File: src/rtl/ptc_pkg.sv
// Shared types, widths and helpers for the pressure and temperature compensation pipeline.
package ptc_pkg;

  // Field widths fixed by the sensor data formats.
  localparam int RawW    = 24;
  localparam int CalW    = 16;
  localparam int OutW    = 32;
  localparam int CfgIdxW = 3;

  // Internal datapath widths, sized from the value ranges of each term.
  localparam int DtW    = RawW + 1;           // temperature difference dT
  localparam int ProdW  = CalW + 1 + DtW;     // calibration word times dT
  localparam int SqDtW  = 2 * DtW;            // dT squared
  localparam int SensW  = 35;                 // first-order sensitivity
  localparam int OffW   = 36;                 // first-order offset
  localparam int TempW  = 19;                 // first-order temperature
  localparam int TiW    = 17;                 // second-order temperature term
  localparam int TdW    = 20;                 // temperature minus a threshold
  localparam int SqW    = 2 * TdW;            // square of such a difference
  localparam int CorrW  = 40;                 // second-order offset and sensitivity terms
  localparam int SdW    = 40;                 // corrected sensitivity
  localparam int OffnW  = 41;                 // corrected offset
  localparam int HalfW  = SdW / 2;            // split point of the wide pressure product
  localparam int PlW    = RawW + HalfW;       // low partial product
  localparam int PhW    = RawW + 1 + HalfW;   // high partial product
  localparam int WideW  = 64;                 // full pressure product
  localparam int QW     = 43;                 // pressure product after the first scaling

  // Scale factors, as shift amounts.
  localparam int C1Shift     = 15;
  localparam int C2Shift     = 16;
  localparam int C5Shift     = 8;
  localparam int SensShift   = 8;
  localparam int OffShift    = 7;
  localparam int TempShift   = 23;
  localparam int TiLoShift   = 33;
  localparam int TiHiShift   = 36;
  localparam int PresShift1  = 21;
  localparam int PresShift2  = 13;

  // Temperature thresholds in hundredths of a degree.
  localparam int TempRef  = 2000;
  localparam int TempVlow = -1500;

  // Configuration register indexes.
  typedef enum logic [CfgIdxW-1:0] {
    REG_PRESSURE_SENSITIVITY = 3'd0,
    REG_PRESSURE_OFFSET      = 3'd1,
    REG_SENS_TEMP_COEF       = 3'd2,
    REG_OFFSET_TEMP_COEF     = 3'd3,
    REG_REFERENCE_TEMP       = 3'd4,
    REG_TEMP_SENS_COEF       = 3'd5
  } cfg_reg_t;

  // One raw conversion pair.
  typedef struct packed {
    logic [RawW-1:0] pressure_raw;
    logic [RawW-1:0] temp_raw;
  } in_t;

  // One compensated result.
  typedef struct packed {
    logic signed [OutW-1:0] temperature_centi;
    logic signed [OutW-1:0] pressure_tenth_mbar;
  } out_t;

  // Factory calibration words.
  typedef struct packed {
    logic [CalW-1:0] pressure_sensitivity;
    logic [CalW-1:0] pressure_offset;
    logic [CalW-1:0] sens_temp_coef;
    logic [CalW-1:0] offset_temp_coef;
    logic [CalW-1:0] reference_temp;
    logic [CalW-1:0] temp_sens_coef;
  } cal_t;

  // First-order results handed to the second-order section.
  typedef struct packed {
    logic [RawW-1:0]         d1;
    logic signed [SensW-1:0] sens;
    logic signed [OffW-1:0]  off;
    logic signed [TempW-1:0] temp;
    logic [TiW-1:0]          ti_lo;
    logic [TiW-1:0]          ti_hi;
  } front_t;

  // Corrected terms handed to the pressure section.
  typedef struct packed {
    logic [RawW-1:0]         d1;
    logic signed [SdW-1:0]   sd;
    logic signed [OffnW-1:0] offn;
    logic signed [TdW-1:0]   tout;
  } second_t;

  // Signed division by a power of two that truncates toward zero.
  function automatic logic signed [WideW-1:0] trunc_shift(input logic signed [WideW-1:0] x,
                                                          input int unsigned sh);
    logic signed [WideW-1:0] bias;
    bias = x[WideW-1] ? ((64'sd1 <<< sh) - 64'sd1) : 64'sd0;
    return (x + bias) >>> sh;
  endfunction

endpackage

File: src/rtl/ptc_press.sv
// Pressure section: split wide multiply, two truncating scalings and the result register.
module ptc_press (
  input  logic             clk,
  input  logic             rst,
  input  logic             in_valid,
  input  ptc_pkg::second_t second,
  output logic             out_valid,
  output ptc_pkg::out_t    result
);

  // One valid bit per stage.
  logic [3:0] valid;

  // Stage 7 registers: partial products.
  logic [ptc_pkg::PlW-1:0]          pl;
  logic signed [ptc_pkg::PhW-1:0]   ph;
  logic signed [ptc_pkg::OffnW-1:0] offn_s7;
  logic signed [ptc_pkg::TdW-1:0]   tout_s7;

  // Stage 8 registers: full product.
  logic signed [ptc_pkg::WideW-1:0] prod;
  logic signed [ptc_pkg::OffnW-1:0] offn_s8;
  logic signed [ptc_pkg::TdW-1:0]   tout_s8;

  // Stage 9 registers: first scaling.
  logic signed [ptc_pkg::QW-1:0]    q;
  logic signed [ptc_pkg::OffnW-1:0] offn_s9;
  logic signed [ptc_pkg::TdW-1:0]   tout_s9;

  // Partial product operands.
  logic [ptc_pkg::PlW-1:0]        d1_lo_ext;
  logic [ptc_pkg::PlW-1:0]        sd_lo_ext;
  logic signed [ptc_pkg::PhW-1:0] d1_hi_ext;
  logic signed [ptc_pkg::PhW-1:0] sd_hi_ext;

  // Final subtraction.
  logic signed [ptc_pkg::WideW-1:0] x_w;

  // Valid bits travel with the data.
  always_ff @(posedge clk) begin
    if (rst) begin
      valid <= '0;
    end else begin
      valid <= {valid[2:0], in_valid};
    end
  end

  assign out_valid = valid[3];

  // Stage 7: raw pressure times the low and high halves of the sensitivity.
  assign d1_lo_ext = {{(ptc_pkg::PlW - ptc_pkg::RawW){1'b0}}, second.d1};
  assign sd_lo_ext = {{(ptc_pkg::PlW - ptc_pkg::HalfW){1'b0}}, second.sd[ptc_pkg::HalfW-1:0]};
  assign d1_hi_ext = $signed({{(ptc_pkg::PhW - ptc_pkg::RawW){1'b0}}, second.d1});
  assign sd_hi_ext = ptc_pkg::PhW'($signed(second.sd[ptc_pkg::SdW-1:ptc_pkg::HalfW]));

  always_ff @(posedge clk) begin
    pl      <= d1_lo_ext * sd_lo_ext;
    ph      <= d1_hi_ext * sd_hi_ext;
    offn_s7 <= second.offn;
    tout_s7 <= second.tout;
  end

  // Stage 8: recombine the partial products.
  always_ff @(posedge clk) begin
    prod    <= (ptc_pkg::WideW'(ph) <<< ptc_pkg::HalfW) + $signed(ptc_pkg::WideW'(pl));
    offn_s8 <= offn_s7;
    tout_s8 <= tout_s7;
  end

  // Stage 9: first scaling of the product.
  always_ff @(posedge clk) begin
    q       <= ptc_pkg::QW'(ptc_pkg::trunc_shift(prod, ptc_pkg::PresShift1));
    offn_s9 <= offn_s8;
    tout_s9 <= tout_s8;
  end

  // Stage 10: subtract the offset, scale, and present the result.
  assign x_w = ptc_pkg::WideW'(q) - ptc_pkg::WideW'(offn_s9);

  always_ff @(posedge clk) begin
    result.pressure_tenth_mbar <= ptc_pkg::OutW'(ptc_pkg::trunc_shift(x_w, ptc_pkg::PresShift2));
    result.temperature_centi   <= ptc_pkg::OutW'(tout_s9);
  end

  // The temperature rides through this section unchanged.
  a_temp_carry: assert property (@(posedge clk) disable iff (rst)
    valid[3] |-> result.temperature_centi == $past(second.tout, 4))
    else $error("temperature altered in pressure section");

endmodule

File: config.mk
export PLATFORM = sky130hd
export DESIGN_NAME = ptc_press
export DESIGN_NICKNAME = d
export VERILOG_FILES = /design/src/rtl/ptc_pkg.sv /design/src/rtl/ptc_press.sv
export SDC_FILE = /design/constraint.sdc
export NUM_CORES = 2
export LEC_CHECK = 0
export ABC_AREA = 1
export BUFFER_PORTS_ARGS = -buffer_cell sky130_fd_sc_hd__clkbuf_2
export CORE_ASPECT_RATIO = 1.25
export CORE_MARGIN = 2
export CORE_UTILIZATION = 30
export DETAILED_ROUTE_END_ITERATION = 10
export GPL_ROUTABILITY_DRIVEN = 1
export SLEW_MARGIN = 40
export SYNTH_ARGS = -nofsm -noshare
export SYNTH_HDL_FRONTEND = slang
export SYNTH_SLANG_ARGS = --single-unit
File: constraint.sdc
create_clock -name clk -period 11.3 [get_ports clk]
set_clock_uncertainty 0.05 [all_clocks]
set_input_delay 2.26 -clock clk [delete_from_list [all_inputs] [get_ports clk]]
set_output_delay 2.26 -clock clk [all_outputs]
set_load 0.05 [all_outputs]
Yosys cells after proc, flatten, opt, wreduce, memory -nomap -nowiden
Cells that the tools add are included.

Latch bits: 0. Output and inout port bits: 65. Memories: 0. Register bits after elaboration: 434. Input port bits: 128. Memory bits (writable): 0. Logic and storage cells: 21. ROM bits: 0.

Multiply operators: 2. Divide/modulo/power cells: 0. Add/subtract/negate cells: 4. Bitwise logic cells: 0. Eq/ne operators: 0. Shift-type cells: 0. Order comparisons: 0. Reductions and logical operators: 0. Multiplexer cells: 2.

Operators by type and width (number): 64-bit by 22-bit adder with 64-bit output (1); 64-bit by 45-bit adder with 64-bit output (1); 44-bit by 14-bit adder with 45-bit output (1); 24-bit by 20-bit multiplier with 44-bit output (1); 25-bit by 20-bit multiplier with 44-bit output (1); 43-bit by 41-bit subtractor with 44-bit output (1); 21-bit two-way mux (1); 13-bit two-way mux (1).

Longest topological paths before layout
Word-level depth: 3. Depth in mapped cells: 30. Gate-level depth less buffers: 29.

Worst setup path before layout
Ideal clock, no wire load.

Path kind: input-to-reg. From: input second[84] (netlist name). To: register ph[37] (netlist name). Library setup time: 112 ps. Data arrival time: 8091 ps. Cell stages on the path: 28. Data required time: 11138 ps. Path buffers: 1. Setup slack: 3047 ps. Path through: clkbuf_1 nand2_1 inv_1 fa_1 fa_1 inv_1 fa_1 inv_1 fa_1 inv_1 fa_1 inv_1 fa_1 inv_1 fa_1 inv_1 ha_1 nand2_1 nor2_1 inv_1 o21bai_1 a21boi_1 o21ai_0 a21boi_1 o21ai_0 nand2_1 nand3_1 nand2_1.

Word-level cells in the longest chain between the ends: 1.

RTL lines: start, declared (RTL line ptc_press.sv:6) `input ptc_pkg::second_t second,`; 25-bit by 20-bit multiplier with 44-bit output (RTL line ptc_press.sv:58) `ph <= d1_hi_ext * sd_hi_ext;`; end signal, assigned (RTL line ptc_press.sv:58); end, declared (RTL line ptc_press.sv:16) `logic signed [ptc_pkg::PhW-1:0] ph;`.

No other way between the ends. A chain may end at the register's enable or synchronous reset.

Final worst setup path
From: input second[111] (netlist name). To: register ph[34] (netlist name).

The elaborated chain is that of the path after synthesis.

==> results.md <==
* Die height at 463 um
* Core ar. at 168000 um^2
* Critical-path top delay cell: clkbuf_2
* Drt initial violations at 2392
* Hold EP: offn_s8[27]
* Root Driver: clkbuf_16
* Max Root-Sink Buffers at 3
* Initial Util at 0.302
* Top Metal Used: met5
* Htree depth at 2
* Register clock-pin slew on the reported worst setup and hold paths at 0.06 ns
* DR pass1 iterations at 9
* Total wire length at 144 mm
* Synth top area cells: fa_1 (31%), dfxtp_1 (17%), inv_1 (13%)
* Cell repeated most along the worst path: fa_1
* RR Startpoint: q[0]
* Hold WS at 0.275 ns
* Unique masters post-synth at 52
* Max-cap viol count at 0
* Cts hold-fix bufs at 0
* Worst-Margin Slew at 0.941 ns
* Part of the cycle the worst path needs at 0.778
* Synth Instances at 6509
* Post-CTS setup buffer count at 0
* Vias in the first global route at 43.5k
* Largest net degree at the start of global routing at 41
* Min cycle time layout at 8.79 ns
* Ant diodes at 0
* TritonCTS Buffers at 45
* Top FF cell, synth: dfxtp_1
* DRC at 1
* Routed WL per cell at 16.3 um
* Flop-to-flop setup slack at 7.40 ns
* Sequential area share after synthesis at 0.172
* WP data arrival at 9.27 ns
* Required @ worst endpoint at 11.77 ns
* Synth Register Bits at 434
* Crit start category: input pin
* DPL Wire Length at 116 mm
* Area Overhead vs Synth at 9.56%
* Fraction of registers with async set/reset at 0
* Status: complete, but fails checks
* Wire length on met3 at 7.90 mm
* Final hold violations at 0
* Post_cts resized at 0
* Worst hold path class: flip-flop to flip-flop
* Post-Syn Nets at 7852
* Failing checks: design-rule violations
* Number of synthesized flops with an enable pin at 0
* I/O pins at 193
* Final setup margin at 2.51 ns
* CTS Sinks at 434
* Row cnt at 168
* Fmax achieved at 114 MHz
* Worst r2r path cells at 19
* Max Fanout on Critical Path at 22
* Max-slew violation count at 0
* M1 WL at 59.9 mm
* Routed Antenna Nets at 0
* Port bufs at 192
* Yosys warnings at 0
* Number of fill cells at 17.7k
* First-pass GRT wire length at 232 mm
* Nets at 7930
* DP Worst Slack at 1.92 ns
* Mean post-synth cell area at 7.77 um^2
* Leading area contributor after synthesis: fa_1
* Mapped Area at 50600 um^2
* Clk_lat worst skew at 0.61 ns
* Share of layout cells above drive strength 1 at 0.0654
* Final setup vio count at 0
* Max stage delay on crit path at 0.62 ns
* Worst hold path depth at 0
* Vias/cell at 4.56
* Post-synth top area share at 0.311
* Number of antenna violations at the first check in global routing at 3
* CP Capture Type: flip-flop
* WS Path Type: input pin to flip-flop
* Worst r2r dst: result[9]
* Grt total ovfl at 0
* RSZ-0062 raised after global routing: no
* Headroom to the max-slew limit at 0.373
* Die X at 371 um
* CTS tree: built
* Total Routing Usage GR at 0.170
* Final Wtd Congestion at 0.955
* Die area at 172000 um^2
* Fin Setup TNS at 0 ns
* Vias at 40.3k
* Min-delay src: offn_s7[27]
* DR WL met2 at 70.5 mm
## logic make-up after synthesis
logic type                 Yosys count  synth area share
and+or+nand+nor                   2299             0.188
buffers and inverters             1970             0.147
adders and majority gates         1215             0.417
DFF                                434             0.172
AOI/OAI and AO/OA                  414            0.0456
xor gates and xnor gates           177            0.0306
## cell usage after synthesis, types with 57 or more instances
| cell | instances |
|---|---|
| a21oi_1 | 213 |
| nand2_1 | 1634 |
| clkbuf_1 | 174 |
| nand4_1 | 58 |
| nand3_1 | 128 |
| fa_1 | 787 |
| xor2_1 | 120 |
| nor2_1 | 296 |
| dfxtp_1 | 434 |
| o21ai_0 | 91 |
| ha_1 | 428 |
| xnor2_1 | 57 |
| inv_1 | 1766 |
## per-layer routing
layer,vias to the layer above,global-route usage
met5,-,0
met4,2,0.0627
met3,305,0.0197
met2,1256,0.300
met1,19600,0.210
li1,19100,-
## cell usage in the layout, fill, tap and decap left out, types with 10 or more instances in the layout
cell type | synthesis | routed
or2_2 | 14 | 14
clkbuf_16 | 0 | 46
inv_2 | 13 | 14
inv_1 | 1766 | 1765
nand2_1 | 1634 | 1634
xor2_1 | 120 | 120
clkbuf_2 | 0 | 188
nor4_1 | 14 | 13
o21bai_1 | 10 | 10
xnor2_1 | 57 | 57
ha_1 | 428 | 428
buf_4 | 12 | 28
fa_1 | 787 | 787
o21a_1 | 15 | 15
o21ai_0 | 91 | 91
nor3_1 | 42 | 42
a31oi_1 | 33 | 33
dfxtp_1 | 434 | 433
a21oi_1 | 213 | 213
nand3_1 | 128 | 128
nand4_1 | 58 | 58
nor2_1 | 296 | 296
nand3_2 | 10 | 10
nand2_2 | 42 | 42
nor2_2 | 25 | 25
## worst max-delay path: cells and delay by family
family / cells / cell delay (ns)
xor+xnor: 1 / 0.18
fa+ha+maj: 8 / 3.81
buf+inv: 8 / 1.40
compound gates: 4 / 1.05
simple gates: 4 / 0.54
## stage by stage
step           cells  utilization  instance area (um^2)
2_1_floorplan   6509            -                 50600
3_3_place_gp    8750        0.321                 53800
3_5_place_dp    8750        0.321                 53800
4_1_cts         8834        0.331                 55400
5_1_grt         8834        0.331                 55400
6_report        8834        0.331                 55400
## worst max path at each step
stage,from,endpoint,slack [ns],cells past startpoint
after floorplan,second[84],ph[37],3.05,28
after global placement,second[109],ph[37],1.82,28
after detailed placement,second[114],pl[42],1.92,25
after CTS,second[114],pl[42],2.57,25
after global routing,second[111],ph[34],2.10,25
final,second[111],ph[34],2.51,25
## area by class of cell
cell class / count / area [um^2] / share of cell area
clock buffers: 60 / 1290 / 0.0233
clock inverters: 24 / 344 / 0.00621
inverters: 1781 / 6690 / 0.121
multi-input cells: 4105 / 34500 / 0.622
flip-flops and latches: 434 / 8690 / 0.157
well taps: 2210 / 2770 / 0.0499
repair buffers: 220 / 1180 / 0.0212
## registers in the layout (all words and copies together), names as in the netlist
register	count
result	52
ph	44
pl	44
offn_s8	41
tout_s8	20
tout_s7	20
offn_s9	41
q	43
valid	4
tout_s9	20
offn_s7	41
prod	64
Power is not shown: default switching activity piles up to over one toggle a cycle in this logic, so the estimate is an artifact.
