[config.mk]
export PLATFORM = sky130hd
export DESIGN_NAME = ptc_second
export DESIGN_NICKNAME = d
export VERILOG_FILES = /design/src/rtl/ptc_pkg.sv /design/src/rtl/ptc_second.sv
export SDC_FILE = /design/constraint.sdc
export NUM_CORES = 2
export LEC_CHECK = 0
export BUFFER_PORTS_ARGS = -buffer_cell sky130_fd_sc_hd__buf_4
export CAP_MARGIN = 20
export CORE_ASPECT_RATIO = 0.9
export CORE_MARGIN = 10
export CORE_UTILIZATION = 30
export CTS_BUF_LIST = sky130_fd_sc_hd__clkbuf_8
export DETAILED_ROUTE_END_ITERATION = 12
export GPL_TIMING_DRIVEN = 0
export PLACE_DENSITY = 0.55
export SYNTH_ARGS = -nofsm -noshare
export SYNTH_HDL_FRONTEND = slang
export SYNTH_SLANG_ARGS = --single-unit
[constraint.sdc]
create_clock -name clk -period 28.4 [get_ports clk]
set_clock_uncertainty 0.05 [all_clocks]
set_input_delay 2.84 -clock clk [delete_from_list [all_inputs] [get_ports clk]]
set_output_delay 2.84 -clock clk [all_outputs]
set_load 0.03 [all_outputs]
[src/rtl/ptc_pkg.sv]
// Shared types, widths and helpers for the pressure and temperature compensation pipeline.
package ptc_pkg;

  // Field widths fixed by the sensor data formats.
  localparam int RawW    = 24;
  localparam int CalW    = 16;
  localparam int OutW    = 32;
  localparam int CfgIdxW = 3;

  // Internal datapath widths, sized from the value ranges of each term.
  localparam int DtW    = RawW + 1;           // temperature difference dT
  localparam int ProdW  = CalW + 1 + DtW;     // calibration word times dT
  localparam int SqDtW  = 2 * DtW;            // dT squared
  localparam int SensW  = 35;                 // first-order sensitivity
  localparam int OffW   = 36;                 // first-order offset
  localparam int TempW  = 19;                 // first-order temperature
  localparam int TiW    = 17;                 // second-order temperature term
  localparam int TdW    = 20;                 // temperature minus a threshold
  localparam int SqW    = 2 * TdW;            // square of such a difference
  localparam int CorrW  = 40;                 // second-order offset and sensitivity terms
  localparam int SdW    = 40;                 // corrected sensitivity
  localparam int OffnW  = 41;                 // corrected offset
  localparam int HalfW  = SdW / 2;            // split point of the wide pressure product
  localparam int PlW    = RawW + HalfW;       // low partial product
  localparam int PhW    = RawW + 1 + HalfW;   // high partial product
  localparam int WideW  = 64;                 // full pressure product
  localparam int QW     = 43;                 // pressure product after the first scaling

  // Scale factors, as shift amounts.
  localparam int C1Shift     = 15;
  localparam int C2Shift     = 16;
  localparam int C5Shift     = 8;
  localparam int SensShift   = 8;
  localparam int OffShift    = 7;
  localparam int TempShift   = 23;
  localparam int TiLoShift   = 33;
  localparam int TiHiShift   = 36;
  localparam int PresShift1  = 21;
  localparam int PresShift2  = 13;

  // Temperature thresholds in hundredths of a degree.
  localparam int TempRef  = 2000;
  localparam int TempVlow = -1500;

  // Configuration register indexes.
  typedef enum logic [CfgIdxW-1:0] {
    REG_PRESSURE_SENSITIVITY = 3'd0,
    REG_PRESSURE_OFFSET      = 3'd1,
    REG_SENS_TEMP_COEF       = 3'd2,
    REG_OFFSET_TEMP_COEF     = 3'd3,
    REG_REFERENCE_TEMP       = 3'd4,
    REG_TEMP_SENS_COEF       = 3'd5
  } cfg_reg_t;

  // One raw conversion pair.
  typedef struct packed {
    logic [RawW-1:0] pressure_raw;
    logic [RawW-1:0] temp_raw;
  } in_t;

  // One compensated result.
  typedef struct packed {
    logic signed [OutW-1:0] temperature_centi;
    logic signed [OutW-1:0] pressure_tenth_mbar;
  } out_t;

  // Factory calibration words.
  typedef struct packed {
    logic [CalW-1:0] pressure_sensitivity;
    logic [CalW-1:0] pressure_offset;
    logic [CalW-1:0] sens_temp_coef;
    logic [CalW-1:0] offset_temp_coef;
    logic [CalW-1:0] reference_temp;
    logic [CalW-1:0] temp_sens_coef;
  } cal_t;

  // First-order results handed to the second-order section.
  typedef struct packed {
    logic [RawW-1:0]         d1;
    logic signed [SensW-1:0] sens;
    logic signed [OffW-1:0]  off;
    logic signed [TempW-1:0] temp;
    logic [TiW-1:0]          ti_lo;
    logic [TiW-1:0]          ti_hi;
  } front_t;

  // Corrected terms handed to the pressure section.
  typedef struct packed {
    logic [RawW-1:0]         d1;
    logic signed [SdW-1:0]   sd;
    logic signed [OffnW-1:0] offn;
    logic signed [TdW-1:0]   tout;
  } second_t;

  // Signed division by a power of two that truncates toward zero.
  function automatic logic signed [WideW-1:0] trunc_shift(input logic signed [WideW-1:0] x,
                                                          input int unsigned sh);
    logic signed [WideW-1:0] bias;
    bias = x[WideW-1] ? ((64'sd1 <<< sh) - 64'sd1) : 64'sd0;
    return (x + bias) >>> sh;
  endfunction

endpackage

[src/rtl/ptc_second.sv]
// Second-order section: branch selection, squared terms and corrected offset and sensitivity.
module ptc_second (
  input  logic             clk,
  input  logic             rst,
  input  logic             in_valid,
  input  ptc_pkg::front_t  front,
  output logic             out_valid,
  output ptc_pkg::second_t second
);

  // One valid bit per stage.
  logic [2:0] valid;

  // Stage 4 registers.
  logic [ptc_pkg::RawW-1:0]         d1_s4;
  logic signed [ptc_pkg::SensW-1:0] sens_s4;
  logic signed [ptc_pkg::OffW-1:0]  off_s4;
  logic signed [ptc_pkg::SqW-1:0]   sqm;
  logic signed [ptc_pkg::SqW-1:0]   sqp;
  logic                             low;
  logic                             vlow;
  logic signed [ptc_pkg::TdW-1:0]   tout_s4;

  // Stage 5 registers.
  logic [ptc_pkg::RawW-1:0]         d1_s5;
  logic signed [ptc_pkg::SensW-1:0] sens_s5;
  logic signed [ptc_pkg::OffW-1:0]  off_s5;
  logic signed [ptc_pkg::CorrW-1:0] offi;
  logic signed [ptc_pkg::CorrW-1:0] sensi;
  logic signed [ptc_pkg::TdW-1:0]   tout_s5;

  // Stage 4 arithmetic.
  logic signed [ptc_pkg::TdW-1:0] temp_ext;
  logic signed [ptc_pkg::TdW-1:0] tm;
  logic signed [ptc_pkg::TdW-1:0] tp;
  logic signed [ptc_pkg::SqW-1:0] tm_ext;
  logic signed [ptc_pkg::SqW-1:0] tp_ext;
  logic [ptc_pkg::TiW-1:0]        ti_sel;

  // Stage 5 arithmetic.
  logic signed [ptc_pkg::WideW-1:0] sqm_w;
  logic signed [ptc_pkg::WideW-1:0] sqp_w;
  logic signed [ptc_pkg::WideW-1:0] offi_w;
  logic signed [ptc_pkg::WideW-1:0] sensi_w;

  // Valid bits travel with the data.
  always_ff @(posedge clk) begin
    if (rst) begin
      valid <= '0;
    end else begin
      valid <= {valid[1:0], in_valid};
    end
  end

  assign out_valid = valid[2];

  // Stage 4: distances from both thresholds and the compensated temperature.
  always_comb begin
    temp_ext = ptc_pkg::TdW'(front.temp);
    tm       = temp_ext - ptc_pkg::TdW'(ptc_pkg::TempRef);
    tp       = temp_ext - ptc_pkg::TdW'(ptc_pkg::TempVlow);
    tm_ext   = ptc_pkg::SqW'(tm);
    tp_ext   = ptc_pkg::SqW'(tp);
    ti_sel   = (front.temp < ptc_pkg::TempRef) ? front.ti_lo : front.ti_hi;
  end

  always_ff @(posedge clk) begin
    d1_s4   <= front.d1;
    sens_s4 <= front.sens;
    off_s4  <= front.off;
    sqm     <= tm_ext * tm_ext;
    sqp     <= tp_ext * tp_ext;
    low     <= front.temp < ptc_pkg::TempRef;
    vlow    <= front.temp < ptc_pkg::TempVlow;
    tout_s4 <= temp_ext - $signed({{(ptc_pkg::TdW - ptc_pkg::TiW){1'b0}}, ti_sel});
  end

  // Stage 5: second-order offset and sensitivity terms for the selected branch.
  // Both squares are non-negative, so shifts give the truncated quotients.
  always_comb begin
    sqm_w = ptc_pkg::WideW'(sqm);
    sqp_w = ptc_pkg::WideW'(sqp);
    if (low) begin
      offi_w  = (sqm_w + (sqm_w <<< 1)) >>> 1;
      sensi_w = ((sqm_w <<< 2) + sqm_w) >>> 3;
      // Very cold readings add a further correction.
      if (vlow) begin
        offi_w  = offi_w + (sqp_w <<< 3) - sqp_w;
        sensi_w = sensi_w + (sqp_w <<< 2);
      end
    end else begin
      offi_w  = sqm_w >>> 4;
      sensi_w = '0;
    end
  end

  always_ff @(posedge clk) begin
    d1_s5   <= d1_s4;
    sens_s5 <= sens_s4;
    off_s5  <= off_s4;
    offi    <= ptc_pkg::CorrW'(offi_w);
    sensi   <= ptc_pkg::CorrW'(sensi_w);
    tout_s5 <= tout_s4;
  end

  // Stage 6: apply the corrections.
  always_ff @(posedge clk) begin
    second.d1   <= d1_s5;
    second.sd   <= ptc_pkg::SdW'(ptc_pkg::WideW'(sens_s5) - ptc_pkg::WideW'(sensi));
    second.offn <= ptc_pkg::OffnW'(ptc_pkg::WideW'(off_s5) - ptc_pkg::WideW'(offi));
    second.tout <= tout_s5;
  end

  // The sensitivity correction only ever lowers the sensitivity.
  a_sens_drop: assert property (@(posedge clk) disable iff (rst)
    valid[2] |-> second.sd <= $past(front.sens, 3))
    else $error("corrected sensitivity exceeds first-order sensitivity");

endmodule

[After elaboration in Yosys (flattened, before gate mapping)]
Index checks and enable logic that the tools add are counted.
Cells by class
  multiply operators: 2
  muxes and demuxes: 4
  order comparisons: 2
  add/subtract/negate cells: 10
Operator list (count)
  $mux 40: 3
  $add 40x40->40: 2
  $mul 20x20->40: 2
  $add 42x40->43: 1
  $add 40x41->41: 1
  $sub 36x40->41: 1
  $sub 19x12->20 const B: 2
  $sub 35x40->40: 1
  $sub 40x40->40: 1
  $lt 19x12->1 const B: 2
  $sub 19x18->20: 1
  $mux 17: 1
Word-level totals
  register bits after elaboration: 520
  output and inout bits: 126

[Depth between registers and ports, before layout]
  depth after elaboration: 5
  depth in mapped cells: 38
  gate-level depth less buffers: 35

[Worst setup path after synthesis]
No wires, ideal clock.
  path type: input to register
  from: input port front[36] (netlist name)
  to: register sqp[39] (netlist name)
  setup time: 72 ps
  stages on the path: 35
  slack: 17145 ps
  buffers on the path: 2
  arrival time: 11133 ps
  required time: 28278 ps
  cells stage by stage: inv_1 clkbuf_1 ha_1 inv_1 a21o_1 o41ai_1 nand2b_1 nand2b_1 nor2_1 xor2_1 inv_1 clkbuf_1 nor2_1 fa_1 fa_1 inv_1 fa_1 inv_1 fa_1 fa_1 fa_1 inv_1 fa_1 inv_1 ha_1 a21o_1 a21o_1 a21oi_1 o21a_1 a41o_1 o21ai_0 or4_1 a31o_2 a21oi_1 xnor2_1
Between the ends
  word-level cells in the longest chain between the ends: 2
RTL lines
  from (decl): RTL line ptc_second.sv:6  | input ptc_pkg::front_t front,
  $sub 19x12->20: RTL line ptc_second.sv:61  | tp = temp_ext - ptc_pkg::TdW'(ptc_pkg::TempVlow);
  $mul 20x20->40: RTL line ptc_second.sv:72  | sqp <= tp_ext * tp_ext;
  to (signal assigned): RTL line ptc_second.sv:72
  to (decl): RTL line ptc_second.sv:19  | logic signed [ptc_pkg::SqW-1:0] sqp;
Every way passes these cells.
A chain may end at the register's enable or synchronous reset.

[Worst setup path after layout]
  from: input port front[38] (netlist name)
  to: register sqm[39] (netlist name)
Between the ends
  word-level cells in the longest chain between the ends: 2
RTL lines
  $sub 19x12->20: RTL line ptc_second.sv:60  | tm = temp_ext - ptc_pkg::TdW'(ptc_pkg::TempRef);
  $mul 20x20->40: RTL line ptc_second.sv:71  | sqm <= tm_ext * tm_ext;
  to (signal assigned): RTL line ptc_second.sv:71
  to (decl): RTL line ptc_second.sv:18  | logic signed [ptc_pkg::SqW-1:0] sqm;
Every way passes these cells.

==> flow_metrics.tcl <==
set metrics [dict create \
    synthAdderAreaFrac_pct 42.0 \
    synthCells 5619 \
    grtUsageTotal_pct 15.7 \
    fp-row-count 145 \
    crit_family "adder cells" \
    path_max_fanout 11 \
    htreeDepth 3 \
    ctsHoldBuffers 0 \
    period_share_pct 48.9 \
    mostFrequentLayoutCell "inv_1" \
    reg2reg_from "sqp[2]" \
    crit_path_frequent_cell "fa_1" \
    slew_viol_final 0 \
    yosys_warnings 0 \
    vias 39200 \
    cts_setup_buffers 0 \
    holdWs_ps 259 \
    cts_tree "built" \
    cts_max_path_buffers 3 \
    cts_buffers 83 \
    crit_required_ps 28910 \
    hold_viol 0 \
    syn_to_final_growth_pct 13.1 \
    end_kind "register" \
    clk_latency_ps 820 \
    grt_pass1_wl_um 237000 \
    place_inst 8188 \
    setup_tns_ps 0 \
    nNetsFinal 7422 \
    antenna_found_initial 9 \
    start_kind "input port" \
    drc_errors 0 \
    ys_top_cells_by_area "fa_1, dfxtp_1, ha_1, inv_1, xnor2_1" \
    overflow 0 \
    clockRootBuffer "clkbuf_8" \
    setup_viol 0 \
    die_h_um 417 \
    syn_area_um2 52500 \
    synthSimpleGateAreaFrac_pct 10.3 \
    cts_resized 0 \
    slowest_delay_ps 760 \
    yosysSeqAreaShare_pct 19.7 \
    wl_per_cell_um 18.4 \
    clock.fmax_ghz 0.0721 \
    crit_path_start "front[38]" \
    slew_headroom_pct 20.1 \
    coreArea_um2 174000 \
    drtIter0Drc 2429 \
    worstMarginPinSlew_ps 1200 \
    viasPerCell 4.70 \
    placed_area_um2 57600 \
    avgSynthCellArea_um2 9.35 \
    portBuffers 275 \
    layout-drive-gt1-share_pct 8.28 \
    postLayoutCellArea_um2 59400 \
    post-dp-hpwl_um 129000 \
    grt_max_degree 19 \
    slowest_stage "a2111oi_1" \
    cts.sink_count 516 \
    synth_top_cell_by_area "fa_1" \
    synthFlopType "dfxtp_1" \
    crit_buf_inv 11 \
    die_width_um 461 \
    drt_wl_total_um 154000 \
    cap_violations 0 \
    hold_class "register to register" \
    gp_congestion 0.917 \
    min_period_ps 13880 \
    ys_ff_latch 516 \
    synth_xor_xnor_area_share_pct 5.48 \
    synthArstFlopShare_pct 0 \
    rsz0062_at_grt "false" \
    start_util_pct 30.2 \
    drtAntennaViolNets 0 \
    grt_pass1_vias 40700 \
    synthMuxAreaShare_pct 1.04 \
    hold_start "d1_s4[12]" \
    first_pass_iters 5 \
    synth_top_area_share_pct 31.0 \
    dieArea_um2 192000 \
    synth_compound_gate_area_share_pct 12.4 \
    finalNonFillerCells 8345 \
    clk_pin_slew_worst_paths_ps 70 \
    final_cell_mix "inv_1, fa_1, dfxtp_1" \
    worstPathArrival_ps 14380 \
    synth_top_family_by_area "adder cells" \
    worstSetupPathType "input port to register" \
    reg2reg_slack_ps 21850 \
    status "completed" \
    io_pins 277 \
    ys_types 98 \
    synth-edff-count 0 \
]
-- metrics by stage --
step / setup slack (ps) / util (%)
after floorplan: 17140 / -
after global placement: 13340 / 33.1
after detailed placement: 13880 / 33.1
after CTS: 14730 / 34.2
after global routing: 14120 / 34.2
final: 14520 / 34.2
-- final timing paths --
kind	endpoint	cells past startpoint
worst max-delay path	sqm[39]	35
worst min-delay path	d1_s5[12]	0
worst max register to register	offi[39]	20
worst min register to register	d1_s5[12]	0
-- cell usage after synthesis, types with 54 or more instances --
master	instances
clkbuf_1	108
inv_1	1136
ha_1	461
nor3_1	63
xor2_1	84
fa_1	813
a21oi_1	266
o21a_1	54
a21o_1	144
o21ai_0	151
xnor2_1	243
nand2_1	381
nor2_1	442
dfxtp_1	516
nand3_1	54
-- state kept, by name, indices dropped and copies added (netlist names) --
register  count
off_s5       36
tout_s4      20
second      125
sqm          37
sensi        40
offi         40
sens_s5      35
sqp          39
sens_s4      35
low           1
d1_s4        24
off_s4       36
tout_s5      20
vlow          1
valid         3
d1_s5        24
-- layer usage --
metal / share of wire (%) / wire length [µm] / global-route usage [%]
met5: 0.047 / 72 / 0
met4: 2.8 / 4230 / 4.35
met3: 6.8 / 10500 / 3.20
met2: 44 / 67600 / 24.9
met1: 46 / 71300 / 21.7
-- worst register-to-register path: stages, from the launching register on --
cell and delay [ps]:
dfxtp_1 680, inv_1 220, fa_1 510, nor2b_1 170, o31a_1 230, o311ai_1 170
a21boi_1 510, o31ai_4 170, o21bai_1 200, a2111oi_0 160, a2111oi_2 480, fa_1 500
ha_1 390, and3_1 270, and3_1 250, nand2_1 70, a211oi_1 460, o221a_2 310
xnor2_1 110, o211a_1 220, a211o_1 290
-- logic make-up (layout without fill, tap and decap cells) --
group,after synthesis,in the layout
XOR/XNOR,328,328
adder cells (fa/ha/maj),1274,1274
multiplexers,54,54
buffers and inverters,1277,1717
AO/OA/AOI/OAI,963,963
AND/OR/NAND/NOR,1205,1205
other,2,10
flip-flops,516,516
-- final cells by class --
cell class	instances	area (µm²)
Clock buffer	101	1390
Fill cell	17900	114000
Timing Repair Buffer	290	2180
Clock inverter	49	452
Multi-Input combinational cell	3829	37400
Buffer	132	514
Sequential cell	516	10300
Inverter	1145	4300
Tap cell	2278	2850
Antenna cell	5	12.5
Power is not shown: default switching activity piles up to over one toggle a cycle in this logic, so the estimate is an artifact.
